--- src/rtl/gdfs_pkg.sv ---
// ----------------------------------------------------------------------------
// gdfs_pkg
// Shared types and constants for the 3d grid depth-first path finder.
// ----------------------------------------------------------------------------
package gdfs_pkg;

  // largest grid size on each axis, fixed by the 3-bit coordinate fields
  localparam int MAX_DIM = 8;

  localparam logic [1:0] KIND_WRITE = 2'd0;
  localparam logic [1:0] KIND_SOLVE = 2'd1;
  localparam logic [1:0] KIND_READ  = 2'd2;

  localparam logic [1:0] REG_ROWS   = 2'd0;
  localparam logic [1:0] REG_COLS   = 2'd1;
  localparam logic [1:0] REG_LAYERS = 2'd2;

  localparam int unsigned DIRS = 6;

  // commands from the controller to the datapath
  typedef struct packed {
    logic wipe_map;     // clear one cell map entry at the sweep counter
    logic write_cell;   // store cell_open from the incoming item
    logic clear_step;   // clear one visited entry at the sweep counter
    logic init_search;  // push start cell if open; found set only if it is the goal
    logic fetch_top;    // read top of stack
    logic try_move;     // evaluate direction at top, issue map reads
    logic commit_move;  // push or pop with map data
    logic read_step;    // read stack entry for a path read
    logic load_result;  // capture result word
  } gdfs_cmd_t;

  typedef struct packed {
    logic sweep_done;
    logic search_done;
  } gdfs_status_t;

endpackage

--- src/rtl/gdfs_ctrl.sv ---
// ----------------------------------------------------------------------------
// gdfs_ctrl
// Sequencer for writes, the solve search loop and path reads.
// ----------------------------------------------------------------------------
module gdfs_ctrl
  import gdfs_pkg::*;
(
  input  logic         clk,
  input  logic         rst,
  input  logic         in_fire,
  input  logic [1:0]   kind,
  input  gdfs_status_t status,
  input  logic         out_taken,
  output gdfs_cmd_t    cmd,
  output logic         busy,
  output logic         out_valid
);

  localparam logic [3:0] S_IDLE  = 4'd0;
  localparam logic [3:0] S_CLEAR = 4'd1;
  localparam logic [3:0] S_INIT  = 4'd2;
  localparam logic [3:0] S_CHECK = 4'd3;
  localparam logic [3:0] S_FETCH = 4'd4;
  localparam logic [3:0] S_TRY   = 4'd5;
  localparam logic [3:0] S_COMMIT= 4'd6;
  localparam logic [3:0] S_READ  = 4'd7;
  localparam logic [3:0] S_LOAD  = 4'd8;
  localparam logic [3:0] S_START = 4'd9;
  localparam logic [3:0] S_WIPE  = 4'd10;

  logic [3:0] state, state_next;
  logic       result_pend;

  always_comb begin
    state_next = state;
    cmd = '0;
    unique case (state)
      S_WIPE: begin
        cmd.clear_step = 1'b1;
        cmd.wipe_map   = 1'b1;
        if (status.sweep_done) state_next = S_IDLE;
      end
      S_IDLE: if (in_fire) begin
        unique case (kind)
          KIND_WRITE: cmd.write_cell = 1'b1;
          KIND_SOLVE: state_next = S_CLEAR;
          KIND_READ:  state_next = S_READ;
          default:    state_next = S_IDLE;
        endcase
      end
      S_CLEAR: begin
        cmd.clear_step = 1'b1;
        if (status.sweep_done) state_next = S_START;
      end
      S_START: state_next = S_INIT;
      S_INIT:  begin cmd.init_search = 1'b1; state_next = S_CHECK; end
      S_CHECK: state_next = status.search_done ? S_READ : S_FETCH;
      S_FETCH: begin cmd.fetch_top = 1'b1; state_next = S_TRY; end
      S_TRY:   begin cmd.try_move = 1'b1; state_next = S_COMMIT; end
      S_COMMIT: begin cmd.commit_move = 1'b1; state_next = S_CHECK; end
      S_READ:  begin cmd.read_step = 1'b1; state_next = S_LOAD; end
      // wait here while the previous result still sits in the output register
      S_LOAD:  if (!result_pend || out_taken) begin
        cmd.load_result = 1'b1;
        state_next = S_IDLE;
      end
      default: state_next = S_IDLE;
    endcase
  end

  always_ff @(posedge clk) begin
    if (rst) begin
      state       <= S_WIPE;
      result_pend <= 1'b0;
    end else begin
      state <= state_next;
      if (cmd.load_result) result_pend <= 1'b1;
      else if (out_taken) result_pend <= 1'b0;
    end
  end

  assign out_valid = result_pend;
  assign busy = state != S_IDLE;

`ifndef SYNTHESIS
  a_load_idle: assert property (@(posedge clk) disable iff (rst)
    cmd.load_result |=> state == S_IDLE && result_pend)
    else $error("load did not return to idle");
  a_no_fire_busy: assert property (@(posedge clk) disable iff (rst)
    state != S_IDLE |-> !in_fire)
    else $error("item taken while busy");
  a_sweep_solve: assert property (@(posedge clk) disable iff (rst)
    cmd.init_search |-> $past(state) == S_START)
    else $error("search started without clear");
`endif

endmodule

--- config.mk ---
export PLATFORM = sky130hd
export DESIGN_NAME = gdfs_ctrl
export DESIGN_NICKNAME = d
export VERILOG_FILES = /design/src/rtl/gdfs_pkg.sv /design/src/rtl/gdfs_ctrl.sv
export SDC_FILE = /design/constraint.sdc
export NUM_CORES = 1
export LEC_CHECK = 0
export BUFFER_PORTS_ARGS = -buffer_cell sky130_fd_sc_hd__buf_4
export CORE_AREA = 3 3 40 42
export CTS_CLUSTER_SIZE = 10
export DETAILED_ROUTE_END_ITERATION = 8
export DIE_AREA = 0 0 43 45
export GPL_TIMING_DRIVEN = 0
export PLACE_DENSITY = 0.72
export SLEW_MARGIN = 20
export SYNTH_ARGS = -nofsm -noshare
export SYNTH_HDL_FRONTEND = slang
export SYNTH_SLANG_ARGS = --single-unit
--- constraint.sdc ---
create_clock -name clk -period 3.1 [get_ports clk]
set_input_delay 0.31 -clock clk [delete_from_list [all_inputs] [get_ports clk]]
set_output_delay 0.31 -clock clk [all_outputs]
set_load 0.005 [all_outputs]
==> impl_metrics.tcl, run 1 <==
set metrics [dict create \
    status "completed" \
    cp_cell_sequence "buf_4, nor4_1, and3_1, buf_4" \
    p_int_uw 193.5 \
    startpoint_type "register" \
    skew_ps 5.161 \
    detailroute.via_count 490 \
    grt_pass1_vias 466 \
    yosys_warnings 0 \
    synth_mux_area_share_pct 4.420 \
    netlist_area_um2 452.9 \
    max_cap_violations 0 \
    regToRegSetupSlack_ps 1420 \
    viasPerCell 5.000 \
    port_buffers 18 \
    synth_seq_cells 5 \
    numClockSinks 5 \
    synth_top_area_share_pct 22.10 \
    synth-main-ff-cell "dfxtp_1" \
    finalCriticalPeriod_ps 1743 \
    hp-class "input port to register" \
    crit_type "register to output port" \
    area_delta_synth_final_pct 39.78 \
    clockPowerShare_pct 25.1 \
    finalHoldViolations 0 \
    critical_path.startpoint "state[3]$_SDFFE_PP1P_" \
    crit_slowest_cell "nor4_1" \
    synth_edf_count 0 \
    clock-root-buffer "clkbuf_4" \
    drt-wirelength-per-cell_um 11.58 \
    totalWireLength_um 1135 \
    rr_startpoint "state[0]$_SDFFE_PP0P_" \
    endpoint_kind "output port" \
    p_leak_nw 0.3024 \
    drive_above_1_share_pct 38.55 \
    cts_tree "yes" \
    antenna_found_initial 0 \
    synthCells 61 \
    period_share_pct 56.23 \
    p_total_uw 306.8 \
    worst_pin_slew_ps 713.1 \
    io_pins 19 \
    fmax_mhz 573.7 \
    power-per-cell-area_nw_per_um2 484.6 \
    synth_adder_area_share_pct 5.525 \
    synth_top_cell_by_area "dfxtp_1" \
    die_h_um 45 \
    drtPass1Iterations 5 \
    multi_input_area_um2 296.5 \
    drt.antenna.violating_nets 0 \
    crit_path_frequent_cell "buf_4" \
    drc_errors 0 \
    cp.required_ps 2790 \
    place_congestion 0.7943 \
    grt_max_degree 11 \
    postCtsSetupBuffers 0 \
    die_w_um 43 \
    vdd_drop_max_v 0.0001522 \
    synth_xor_area_share_pct 0 \
    cts_resized 0 \
    fill_cells 141 \
    drt-initial-drc-count 9 \
    core_area_um2 1285 \
    synth.distinct_cells 30 \
    grtUsageTotal_pct 13.07 \
    yosysSeqAreaShare_pct 22.10 \
    slew_viol_final 0 \
    setup_viol 0 \
    seq_power_share_pct 28.1 \
    holdPathStages 2 \
    antenna_cells 0 \
    dpl.hpwl_um 867.2 \
    endpoint "cmd[7]" \
    pwr-share-comb_pct 46.7 \
    rr_worst_depth 4 \
    cts_hold_buf 0 \
    dieArea_um2 1935 \
    synth_nets 71 \
    synth-simple-area-share_pct 37.85 \
    start_util_pct 35.25 \
    synth_top_family_by_area "simple AND/OR/NAND/NOR gates" \
    clockBufferDepth 2 \
    grt_setup_unrepaired "false" \
    ctsHtreeMaxLevel 1 \
    synth_compound_area_share_pct 17.68 \
    final_nets 94 \
    cp_max_fo 9 \
    clk_pin_slew_ps 40 \
    synth_area_leaders "dfxtp_1 22%, nor2_1 6.6%, ha_1 5.5%" \
    avgSynthCellArea_um2 7.425 \
    reg2reg_to "state[0]$_SDFFE_PP0P_" \
    numCtsBuffers 3 \
    arrival_ps 1430 \
    power.net_switching_uw 113.4 \
    maxSlewHeadroom_pct 52.46 \
    p_sw_share_pct 36.95 \
    critical_path.max_stage_delay_ps 410 \
    fp-row-count 13 \
    seq_area_um2 100.1 \
    synth_async_sr_flop_share_pct 0 \
    fin_tns_setup_ps 0 \
    gr-total-overflow 0 \
    grt_pass1_wl_um 1883 \
    clk_latency_ps 250 \
]
## layout make-up
cell class | instances | area share [%]
repair buffers | 18 | 21.34
clock buffers | 4 | 4.150
well taps | 15 | 2.964
flip-flops and latches | 5 | 15.81
inverters | 8 | 4.941
multi-input cells | 44 | 46.84
plain buffers | 4 | 3.953
## state kept, by name, indices dropped and copies added (netlist names)
register,count
state,4
out_valid,1
## power groups by stage
stage                     combinational [mW]  clock (mW)  sequential (mW)
after floorplan                       0.0931           0           0.0835
after global placement                 0.141           0           0.0864
after detailed placement               0.142           0           0.0868
after CTS                              0.142      0.0791           0.0856
after global routing                   0.158      0.0855           0.0871
final                                  0.143      0.0771           0.0863
## per-layer routing
metal	wire length [µm]	share of wire [%]	global-route usage, %
met5	0	0	0
met4	27	2.4	9.639
met2	503	44	20.66
met3	67	5.9	2.789
met1	537	47	15.66
## cell usage in the layout (no fill, tap or decap), types with 3 or more instances in the layout
master	n
buf_4	20
nor2_1	8
clkbuf_4	3
a21oi_1	3
nand2_1	4
dfxtp_1	5
nor3_1	3
nand2b_1	3
inv_1	6
## worst min-delay path by stage
stage	from	end	slack (ps)
3_3_place_gp	rst	out_valid$_SDFFE_PP0P_	510
6_report	rst	out_valid$_SDFFE_PP0P_	260
4_1_cts	rst	out_valid$_SDFFE_PP0P_	260
2_1_floorplan	rst	out_valid$_SDFFE_PP0P_	380
5_1_grt	rst	out_valid$_SDFFE_PP0P_	260
3_5_place_dp	rst	out_valid$_SDFFE_PP0P_	510
## Yosys cell counts, drive strengths merged, types with 2 or more instances
| cell type | n |
|---|---|
| nor2 | 8 |
| ha | 2 |
| nor3 | 4 |
| inv | 7 |
| mux2i | 2 |
| and3 | 2 |
| nand2b | 4 |
| dfxtp | 5 |
| nor4 | 2 |
| buf | 4 |
| nand2 | 4 |
| a21oi | 3 |
## critical path, delay by kind of cell (launching register included)
family,cells,cell delay (ps)
simple gates,2,630
flops,1,300
buf+inv,2,260
## stage by stage
| stage | hold slack, ps | util [%] | instances | worst slack (ps) | area (µm²) |
|---|---|---|---|---|---|
| finish | 260.4 | 49.27 | 98 | 1357 | 633.1 |
| global route | 255.0 | 49.27 | 98 | 1301 | 633.1 |
| CTS | 256.7 | 49.27 | 98 | 1364 | 633.1 |
| detailed placement | 512.0 | 47.22 | 94 | 1200 | 606.8 |
| global placement | 513.5 | 47.22 | 94 | 1201 | 606.8 |
| floorplan | 382.4 | - | 61 | 1459 | 452.9 |
## cells by family after synthesis
| group | Yosys count |
|---|---|
| AND/OR/NAND/NOR | 30 |
| buffers and inverters | 12 |
| AO/OA/AOI/OAI | 10 |
| flip-flops | 5 |
| multiplexers | 2 |
| adder cells (fa/ha/maj) | 2 |
Power figures use the tool's default switching activity.
==> inputs of run 2 (changes only) <==
ABC_AREA = 1   (was not set)
PLACE_DENSITY = 0.73   (was 0.72)
clock period = 1.55 ns   (was 3.1 ns; I/O delays follow)
==> run 2 against run 1 <==
Non-clock buffer count fell by 2. First-iteration DRC count grew 33%. Sequential power increased by 150%. Area after synthesis down 3.6%. Largest power group unchanged. Clock skew fell by 3.5 ps. Largest cell class unchanged. Clock-buffer cell count unchanged. Synthesized cell count rose by 25%. Total power grew to 2.8 times the previous value.
==> impl_metrics.tcl, run 2 <==
set metrics [dict create \
    layout_common_cells "19 x buf_4, 16 x nand2_1, 12 x inv_1, 12 x nor2_1, 8 x nand3_1" \
    max_cap_violations 0 \
    start_util_pct 33.98 \
    synthTopCellsByCount "16 x nand2_1, 13 x inv_1, 12 x nor2_1" \
    area_delta_synth_final_pct 46.99 \
    crit_slowest_cell "dfxtp_1" \
    startpoint_type "register" \
    design_area_um2 641.9 \
    largest_reg_flops 4 \
    fill_cells 133 \
    drt.antenna.violating_nets 0 \
    yosysSeqAreaShare_pct 22.92 \
    status "completed" \
    slew_viol_final 0 \
    power-per-cell-area_nw_per_um2 1315 \
    synthCells 76 \
    crit_type "register to output port" \
    ctsHtreeMaxLevel 1 \
    grt_setup_unrepaired "false" \
    dieArea_um2 1935 \
    core_area_um2 1285 \
    detailroute.via_count 535 \
    netlist_area_um2 436.7 \
    grt_max_degree 9 \
    antenna_cells 0 \
    period_share_pct 94.19 \
    port_buffers 18 \
    viasPerCell 4.693 \
    grt_pass1_vias 475 \
    yosys_warnings 0 \
    synth_seq_cells 5 \
    cp_top_family "simple AND/OR/NAND/NOR gates" \
    drt-wirelength-per-cell_um 10.00 \
    drc_errors 0 \
    grt_use_met3_pct 7.171 \
    die_w_um 43 \
    regToRegSetupSlack_ps 230 \
    place_area_um2 590.6 \
    antenna_found_initial 0 \
    dpl.cell_count 109 \
    cp.required_ps 1390 \
    cp_max_fo 8 \
    met1_usage_pct 16.18 \
    clk_latency_ps 240 \
    worst_pin_slew_ps 327.5 \
    skew_ps 1.612 \
    p_leak_nw 0.3686 \
    maxSlewHeadroom_pct 78.14 \
    clk_pin_slew_ps 40 \
    numClockSinks 5 \
    cts_tree "yes" \
    hp-class "input port to register" \
    synth_area_leaders "dfxtp_1 23%, nand2_1 14%, inv_1 11%" \
    setup_viol 0 \
    drtPass1Iterations 4 \
    gr-total-overflow 0 \
    totalWireLength_um 1140 \
    grt_pass1_wl_um 1952 \
    clock-root-buffer "clkbuf_4" \
    numCtsBuffers 3 \
    regMostFlops "state" \
    arrival_ps 1300 \
    grt.busiest_layer "met2" \
    place_congestion 0.8498 \
    clockBufferDepth 2 \
    synth_nets 86 \
    vdd_drop_max_v 0.0006765 \
    synth-main-ff-cell "dfxtp_1" \
    final_cells 114 \
    synth_edf_count 0 \
    final_nets 110 \
    cp_num_buf_inv 3 \
    dpl.hpwl_um 945.6 \
    fmax_mhz 685.0 \
    endpoint_kind "output port" \
    drt-initial-drc-count 12 \
    drive_above_1_share_pct 34.34 \
    use_met2_pct 23.35 \
    final_common_cell "buf_4" \
    finalCriticalPeriod_ps 1460 \
    cp_cell_sequence "buf_6, nor2_4, inv_2, nor4_4, buf_4" \
    die_h_um 45 \
    synth.distinct_cells 17 \
    synth_top_cell_by_area "dfxtp_1" \
    multi_input_area_um2 282.8 \
    fin_tns_setup_ps 0 \
    avgSynthCellArea_um2 5.746 \
    finalHoldViolations 0 \
    synth_async_sr_flop_share_pct 0 \
    grtUsageTotal_pct 13.58 \
    critical_path.max_stage_delay_ps 300 \
    synth_top_area_share_pct 22.92 \
    seq_area_um2 100.1 \
    io_pins 19 \
    fp-row-count 13 \
    synth.most_common_cell "nand2_1" \
]
## run 2: layout make-up
cell class	instances	share of cell area, %
buffer	1	1.754
clock buffer	4	4.094
inverter	16	9.357
multi-input combinational	54	44.05
sequential	5	15.59
tap	15	2.924
timing repair buffer	19	22.22
## run 2: path summary, 6_finish.rpt
check	startpoint	endpoint	cells after the start
worst max-delay path	state[1]$_SDFFE_PP1P_	cmd[0]	5
worst max register to register	state[2]$_SDFFE_PP0P_	state[0]$_SDFFE_PP0P_	8
worst min-delay path	rst	out_valid$_SDFFE_PP0P_	2
worst min register to register	state[3]$_SDFFE_PP1P_	state[3]$_SDFFE_PP1P_	2
## run 2: power by group
part           switching (mW)  internal [mW]  leakage, nW
clock network          0.0503         0.0971       0.0150
registers              0.0503          0.164       0.0414
logic                   0.266          0.216        0.312
total                   0.367          0.477        0.369
## run 2: per-layer routing
metal,routed length (µm),share of wire [%]
met5,0,0
met4,0,0
met3,115,10
met2,548,48
met1,476,42
## run 2: cells by family after synthesis
| family | share of synthesized area (%) |
|---|---|
| compound gates | 6.302 |
| flops | 22.92 |
| fa+ha+maj | 5.730 |
| buf+inv | 15.47 |
| simple gates | 49.57 |
## run 2: what timing repair did
action                     CTS  global route
pin swaps                    0             2
setup endpoints to repair    1             1
buffers inserted             0             1
resized for setup            1             3
hold buffers                 0             0
hold endpoints to repair     0             0
## run 2: worst reg2reg max path, stage by stage (launching register included)
cell     delay [ps]
dfxtp_1         370
nor2_2          280
nand2_1         130
nand2_2          90
nand2_1          80
nand2_2         110
nand2_1          60
nand2_1          50
nor2_1           40
## run 2: through the flow
stage | total power [mW] | util, % | hold slack, ps | setup WS, ps
3_5_place_dp | 0.6520 | 45.96 | 340.1 | 241.7
6_report | 0.8440 | 49.95 | 90.95 | 90.08
5_1_grt | 0.9347 | 49.95 | 86.92 | 12.27
2_1_floorplan | 0.4907 | - | 227.4 | 409.5
3_3_place_gp | 0.6437 | 45.96 | 339.8 | 284.1
4_1_cts | 0.8186 | 48.69 | 86.81 | 5.315
==> inputs of run 3 (changes only) <==
ABC_CLOCK_PERIOD_IN_PS = 1550   (was not set)
REMOVE_ABC_BUFFERS = 1   (was not set)
==> run 3 against run 2 <==
Total power fell by 5.1%. Register-to-register slack got worse by 50 ps. Critical path depth decreased by 1. Critical path type unchanged.
==> impl_metrics.tcl, run 3 (synthesis gave the netlist of run 2 again) <==
set metrics [dict create \
    status "completed" \
    detailroute.via_count 504 \
    final_common_cell "buf_4" \
    clk_pin_slew_ps 40 \
    arrival_ps 1280 \
    cp.required_ps 1390 \
    numCtsBuffers 3 \
    drt-wirelength-per-cell_um 9.304 \
    core_area_um2 1285 \
    drc_errors 0 \
    worst_pin_slew_ps 354.5 \
    pwr-share-comb_pct 52.5 \
    finalHoldViolations 0 \
    vdd_drop_max_v 0.0004598 \
    cp_max_fo 7 \
    drive_above_1_share_pct 31.96 \
    start_util_pct 33.98 \
    drtPass1Iterations 4 \
    die_w_um 43 \
    layout_common_cells "18 x buf_4, 16 x nand2_1, 13 x inv_1, 12 x nor2_1, 8 x nand3_1" \
    fmax_mhz 696.4 \
    p_leak_nw 0.3585 \
    fin_tns_setup_ps 0 \
    slew_viol_final 0 \
    totalWireLength_um 1042 \
    whs_ps 95.11 \
    drt.antenna.violating_nets 0 \
    critical_path.max_stage_delay_ps 390 \
    finalCriticalPeriod_ps 1436 \
    clk_latency_ps 230 \
    fill_cells 149 \
    antenna_found_initial 0 \
    grt_pass1_wl_um 1800 \
    numClockSinks 5 \
    ctsHtreeMaxLevel 1 \
    crit_type "register to output port" \
    skew_ps 3.275 \
    cp_num_buf_inv 2 \
    antenna_cells 0 \
    p_sw_share_pct 44.28 \
    period_share_pct 92.64 \
    largest_reg_flops 4 \
    setup_viol 0 \
    port_buffers 18 \
    drt-initial-drc-count 22 \
    regMostFlops "state" \
    fp-row-count 13 \
    io_pins 19 \
    power.net_switching_uw 354.5 \
    seq_power_share_pct 29.5 \
    power-per-cell-area_nw_per_um2 1285 \
    dieArea_um2 1935 \
    grt_pass1_vias 453 \
    die_h_um 45 \
    p_int_uw 446.2 \
    grtUsageTotal_pct 11.73 \
    grt_max_degree 9 \
    startpoint_type "register" \
    clock-root-buffer "clkbuf_4" \
    clockBufferDepth 2 \
    area_delta_synth_final_pct 42.69 \
    gr-total-overflow 0 \
    place_congestion 0.8462 \
    grt_setup_unrepaired "false" \
    cp_cell_sequence "nor2_4, inv_1, nor4_4, buf_4" \
    cts_tree "yes" \
    cts_hold_buf 0 \
    maxSlewHeadroom_pct 76.33 \
    cp_top_family "simple AND/OR/NAND/NOR gates" \
    crit_slowest_cell "dfxtp_1" \
    clockPowerShare_pct 18.0 \
    dpl.hpwl_um 877 \
    hp-class "input port to register" \
    postCtsSetupBuffers 0 \
    max_cap_violations 0 \
    final_nets 108 \
    viasPerCell 4.500 \
    endpoint_kind "output port" \
]
-- run 3: final timing paths --
check,start,to,slack [ps],cells after the start
max,state[0]$_SDFFE_PP0P_,cmd[0],110,4
max reg2reg,state[1]$_SDFFE_PP1P_,state[0]$_SDFFE_PP0P_,180,9
min reg2reg,state[3]$_SDFFE_PP1P_,state[3]$_SDFFE_PP1P_,550,2
min,rst,out_valid$_SDFFE_PP0P_,100,2
-- run 3: metrics by stage --
stage	cell area, µm²	utilization, %	setup slack, ps	cells	power (mW)
3_3_place_gp	583.1	45.37	263.6	108	0.6278
2_1_floorplan	429.2	-	382.3	75	0.4778
6_report	623.1	48.49	114.1	112	0.8007
4_1_cts	609.3	47.42	39.52	112	0.7844
3_5_place_dp	583.1	45.37	231.8	108	0.6359
5_1_grt	623.1	48.49	17.76	112	0.8866
-- run 3: layout make-up --
class	count	area, µm²	share of cell area, %
sequential	5	100.1	16.06
tap	15	18.77	3.012
inverter	16	60.06	9.639
clock buffer	4	26.28	4.217
timing repair buffer	18	135.1	21.69
multi-input combinational	54	282.8	45.38
-- run 3: timing repair --
action                                  4_1_cts  5_1_grt
endpoints found under the setup margin        0        1
resized for setup                             0        2
hold endpoints to repair                      0        0
-- run 3: worst register-to-register path, cell delays in order (launching register included) --
cell and delay [ps]:
dfxtp_1 520, inv_1 130, nor2_1 100, nand2_1 100, nand2_2 80, nand2_1 70, nand2_2 110, nand2_1 60
nand2_1 50, nor2_1 40
-- run 3: power by group through the flow --
| stage | Clock (mW) | Combinational, mW | Sequential (mW) |
|---|---|---|---|
| floorplan | 0 | 0.262 | 0.216 |
| global placement | 0 | 0.401 | 0.226 |
| detailed placement | 0 | 0.406 | 0.230 |
| CTS | 0.149 | 0.408 | 0.228 |
| global route | 0.162 | 0.483 | 0.241 |
| finish | 0.144 | 0.420 | 0.236 |
-- run 3: layer usage --
layer	GRT usage [%]	up-vias	part of all wire, %
met5	0	-	0
met4	1.807	0	0
met3	2.390	0	6.0
met2	18.26	14	46
met1	17.07	215	48
li1	-	275	-
